<file path="src/design/lobm_pkg.sv">
// ----------------------------------------------------------------------------
// lobm_pkg
// types, codes and constants shared by the order book matcher modules
// ----------------------------------------------------------------------------
package lobm_pkg;

  localparam int DefaultSlots = 32;

  typedef enum logic [1:0] {
    FUNC_LIMIT  = 2'd0,
    FUNC_MARKET = 2'd1,
    FUNC_CANCEL = 2'd2,
    FUNC_NONE   = 2'd3
  } func_t;

  typedef struct packed {
    logic [1:0]  func;
    logic        side;
    logic [63:0] order_ref;
    logic [31:0] price;
    logic [31:0] quantity;
  } order_t;

  typedef struct packed {
    logic        kind;
    logic [63:0] maker_id;
    logic [31:0] fill_price;
    logic [31:0] fill_qty;
    logic [31:0] remaining_qty;
    logic        rested;
    logic        book_full;
    logic        cancel_found;
    logic [63:0] trade_total;
    logic [63:0] volume_total;
    logic        last;
  } result_t;

  typedef enum logic [2:0] {
    ST_IDLE,
    ST_SCAN,
    ST_FILL,
    ST_STATUS
  } state_t;

  // controller to datapath
  typedef struct packed {
    logic load;
    logic scan_start;
    logic scan_step;
    logic do_fill;
    logic do_status;
  } cmd_t;

  // datapath to controller
  typedef struct packed {
    logic scan_last;
    logic match_found;
    logic fill_more;
    logic single;
  } stat_t;

endpackage

</file>
<file path="src/design/lobm_ctrl.sv">
// ----------------------------------------------------------------------------
// lobm_ctrl
// sequencer: scan slots, emit fills, emit the final status
// ----------------------------------------------------------------------------
module lobm_ctrl (
  input  logic            clk,
  input  logic            rst,
  input  logic            in_fire,
  input  logic            out_busy,
  input  lobm_pkg::stat_t stat,
  output lobm_pkg::cmd_t  cmd,
  output logic            idle
);
  import lobm_pkg::*;

  state_t state, state_next;

  always_ff @(posedge clk) begin
    if (rst) begin
      state <= ST_IDLE;
    end else begin
      state <= state_next;
    end
  end

  always_comb begin
    state_next = state;
    case (state)
      ST_IDLE: begin
        if (in_fire) begin
          state_next = stat.single ? ST_STATUS : ST_SCAN;
        end
      end
      ST_SCAN: begin
        if (stat.scan_last) begin
          state_next = ST_FILL;
        end
      end
      ST_FILL: begin
        if (!out_busy) begin
          if (!stat.match_found) state_next = ST_STATUS;
          else if (stat.fill_more) state_next = ST_SCAN;
          else state_next = ST_STATUS;
        end
      end
      ST_STATUS: begin
        if (!out_busy) state_next = ST_IDLE;
      end
      default: state_next = ST_IDLE;
    endcase
  end

  always_comb begin
    cmd = '0;
    idle = 1'b0;
    case (state)
      ST_IDLE: begin
        idle = 1'b1;
        cmd.load = in_fire;
        cmd.scan_start = in_fire;
      end
      ST_SCAN: cmd.scan_step = 1'b1;
      ST_FILL: begin
        cmd.do_fill = !out_busy && stat.match_found;
        cmd.scan_start = !out_busy;
      end
      ST_STATUS: cmd.do_status = !out_busy;
      default: cmd = '0;
    endcase
  end
endmodule

</file>
<file path="config.mk">
export PLATFORM = sky130hd
export DESIGN_NAME = lobm_ctrl
export DESIGN_NICKNAME = d
export VERILOG_FILES = /design/src/design/lobm_pkg.sv /design/src/design/lobm_ctrl.sv
export SDC_FILE = /design/constraint.sdc
export NUM_CORES = 1
export LEC_CHECK = 0
export BUFFER_PORTS_ARGS = -buffer_cell sky130_fd_sc_hd__buf_4
export CAP_MARGIN = 15
export CORE_AREA = 10 10 47 49
export CTS_CLUSTER_DIAMETER = 100
export DETAILED_ROUTE_END_ITERATION = 8
export DIE_AREA = 0 0 57 59
export GPL_ROUTABILITY_DRIVEN = 0
export PLACE_DENSITY = 0.43
export REMOVE_ABC_BUFFERS = 1
export SETUP_SLACK_MARGIN = 0.1
export SYNTH_ARGS = -nofsm -noshare
export SYNTH_HDL_FRONTEND = slang
export SYNTH_SLANG_ARGS = --single-unit
</file>
<file path="constraint.sdc">
create_clock -name clk -period 0.8 [get_ports clk]
set_input_delay 0.04 -clock clk [delete_from_list [all_inputs] [get_ports clk]]
set_output_delay 0.04 -clock clk [all_outputs]
set_load 0.1 [all_outputs]
</file>
==> run_results.csv <==
group,metric,value,unit
yosys,ys_ff_latch,2,
power_and_ir_drop,cellPowerDensity,2363,nW/um^2
sta,period_minus_slack,1175,ps
drt,totalWireLength,699,microns
sta,drv_slew,0,
yosys,synth_top_area_cell,"dfxtp_1",
power_and_ir_drop,power_switching_share,46.21,%
clocking,root_buffer,"clkbuf_4",
layout,drive_above_1_share,76.74,%
layout,antennaDiodeCount,0,
setup_path,reg2reg_to,"state[1]",
sta,post-route-period-util,146.8,%
placed_design,io_buffer_count,13,
setup_path,crit_top_cell,"buf_6",
power_and_ir_drop,leakagePower,0.2141,nW
setup_path,cp_num_cells,3,
power_and_ir_drop,p_sw,513.8,uW
setup_path,cp_cell_sequence,"buf_6, a211oi_2, buf_6",
setup_path,cp-endpoint,"cmd[3]",
layout,largest_reg_flops,2,
clocking,cts.sinks,2,
yosys,synth-warning-count,0,
die,rows,14,
drt,drt_iter0_drc,0,
drt,ant_nets,0,
sta,skew,2.831,ps
setup_path,crit_buf_inv,2,
sta,report.final.hold_viol_count,1,
die,start_util,12.59,%
layout,fin_nets,53,
drt,vias,247,
placed_design,place_ws,-245.9,ps
die,coreArea,1401,sq um
layout,fillers,159,
layout,regMostFlops,"state",
layout,mostFrequentLayoutCells,"buf_4 (10), buf_12 (5), buf_6 (5)",
yosys,synth_area_per_cell,8.401,sq um
sta,relSlewSlack,86.47,%
setup_path,slowest_stage,"dfxtp_2",
setup_path,worstSetupPathType,"flop to output port",
yosys,synth.distinct_cells,16,
layout,layout_commonest_cell,"buf_4",
drt,routedWlPerCell,11.85,microns
drt,firstDrtPassIters,1,
drt,drc,0,
clocking,clockBufferDepth,2,
setup_path,max_stage_delay,320,ps
yosys,synth_area,176.4,sq um
yosys,yosys-top-cells-area,"dfxtp_1 (23%), a221oi_2 (8.5%), and2_1 (7.1%), nor2b_1 (7.1%), buf_6 (6.4%)",
drt,post_drt_via_cell_ratio,4.186,
hold_path,hold_path.class,"primary input to flop",
setup_path,r2r_slack,-280,ps
die,die_height,59,microns
yosys,synthCells,21,
global_routing,grt_usage,3.846,%
setup_path,crit_path_start,"state[1]",
job,cap_viol_max_count,0,
run_status,violations,"hold timing, setup timing",
sta,finalSetupViolCount,8,
clocking,ctsHtreeMaxLevel,1,
setup_path,critPathTopFamily,"buffers and inverters",
setup_path,arrival,1130,ps
sta,hold_ws,-10.11,ps
sta,worst_pin_slew,203.4,ps
die,die_area,3363,sq um
clocking,clkLatencyLatePin,220,ps
global_routing,grt_pass1_wl,979,microns
layout,reg_top3,"state (2)",
yosys,yosysSeqAreaShare,22.70,%
setup_path,cp-start-kind,"flop",
clocking,cts_tree,"built",
power_and_ir_drop,clockPowerShare,20.0,%
run_status,status,"finished, violations left",
setup_path,reg2reg_from,"state[0]",
power_and_ir_drop,finalPower,1.112,mW
die,ios,14,
layout,synthToLayoutAreaGrowth,166.7,%
yosys,yosysTopAreaCellShare,22.70,%
clocking,cts_buffers,3,
power_and_ir_drop,internal-power,598.0,uW
power_and_ir_drop,seqPwrFrac,13.3,%
sta,max_freq,0.8513,GHz
sta,setup_slack,-374.7,ps
global_routing,grt_max_degree,10,
global_routing,grt_overflow,0,
power_and_ir_drop,vdd_drop_max,0.0009175,V
global_routing,antenna_found_initial,0,
die,die_w,57,microns
global_routing,grt_pass1_vias,225,
setup_path,worstSetupEndpointType,"output port",
setup_path,reg2reg_depth,4,
sta,rsz0062_at_grt,"yes",
clocking,path_clk_slew,30,ps
setup_path,required,760,ps
setup_path,crit_path_max_fanout,4,
power_and_ir_drop,comb_power_share,66.7,%
==> worst min-delay path by stage <==
stage               startpoint       end  slack (ps)  depth (start not counted)
floorplan                  rst  state[1]         110                          1
global placement           rst  state[1]         230                          2
detailed placement         rst  state[1]         230                          2
CTS                        rst  state[1]         -20                          2
global route               rst  state[1]         -10                          2
finish                     rst  state[1]         -10                          2
==> power by group through the flow <==
stage	clock network, mW	registers [mW]	logic, mW
final	0.222	0.148	0.742
after CTS	0.235	0.155	0.665
after detailed placement	0	0.145	0.532
after global routing	0.249	0.151	0.770
after floorplan	0	0.142	0.390
after global placement	0	0.145	0.533
==> per-stage QoR <==
| step | util [%] | hold WS, ps | std cells | cell area, sq um | TNS (ps) |
|---|---|---|---|---|---|
| floorplan | - | 106.2 | 20 | 165.2 | -6804 |
| global placement | 22.32 | 229.4 | 53 | 312.8 | -1566 |
| detailed placement | 22.32 | 228.6 | 53 | 312.8 | -1584 |
| CTS | 30.71 | -17.86 | 57 | 430.4 | -2288 |
| global route | 33.57 | -10.74 | 59 | 470.5 | -2685 |
| finish | 33.57 | -10.11 | 59 | 470.5 | -2394 |
==> repair_timing <==
action	CTS	global route
endpoints found under the setup margin	8	8
pin swaps	4	4
gates resized for setup	24	9
gates cloned	0	0
hold endpoints to repair	1	1
setup buffers	2	2
==> logic make-up (layout without fill, tap and decap cells) <==
kind of cell,count (synthesis),in the layout,share of synthesized area [%]
buffers and inverters,1,23,6.383
AO/OA/AOI/OAI,5,5,25.53
XOR/XNOR,1,1,4.965
AND/OR/NAND/NOR,12,12,40.43
flip-flops,2,2,22.70
==> cell usage after synthesis <==
cell	n
a211oi_1	1
a21o_1	1
a21oi_1	1
a221oi_2	1
a32o_1	1
and2_1	2
and2b_1	1
and3b_2	1
buf_6	1
dfxtp_1	2
nand2_1	1
nand3b_1	1
nor2_1	3
nor2b_1	2
or2_1	1
xnor2_1	1
==> per-layer routing <==
layer / wire length, microns / GRT usage [%]
met5: 0 / 0
met4: 0 / 1.007
met3: 94 / 4.936
met1: 281 / 3.444
met2: 324 / 5.271
==> layout make-up <==
cell class	count	area (sq um)	share of cell area (%)
flip-flops and latches	2	45.04	9.574
clock buffers	3	22.52	4.787
repair buffers	20	231.5	49.20
well taps	16	20.02	4.255
multi-input cells	18	151.4	32.18
==> worst reg2reg max path, delay by kind of cell, from the launching register on <==
kind / cells / cell delay [ps]
AOI/OAI and AO/OA: 2 / 400
DFF: 1 / 360
buffers and inverters: 2 / 220
Power figures use the tool's default switching activity.
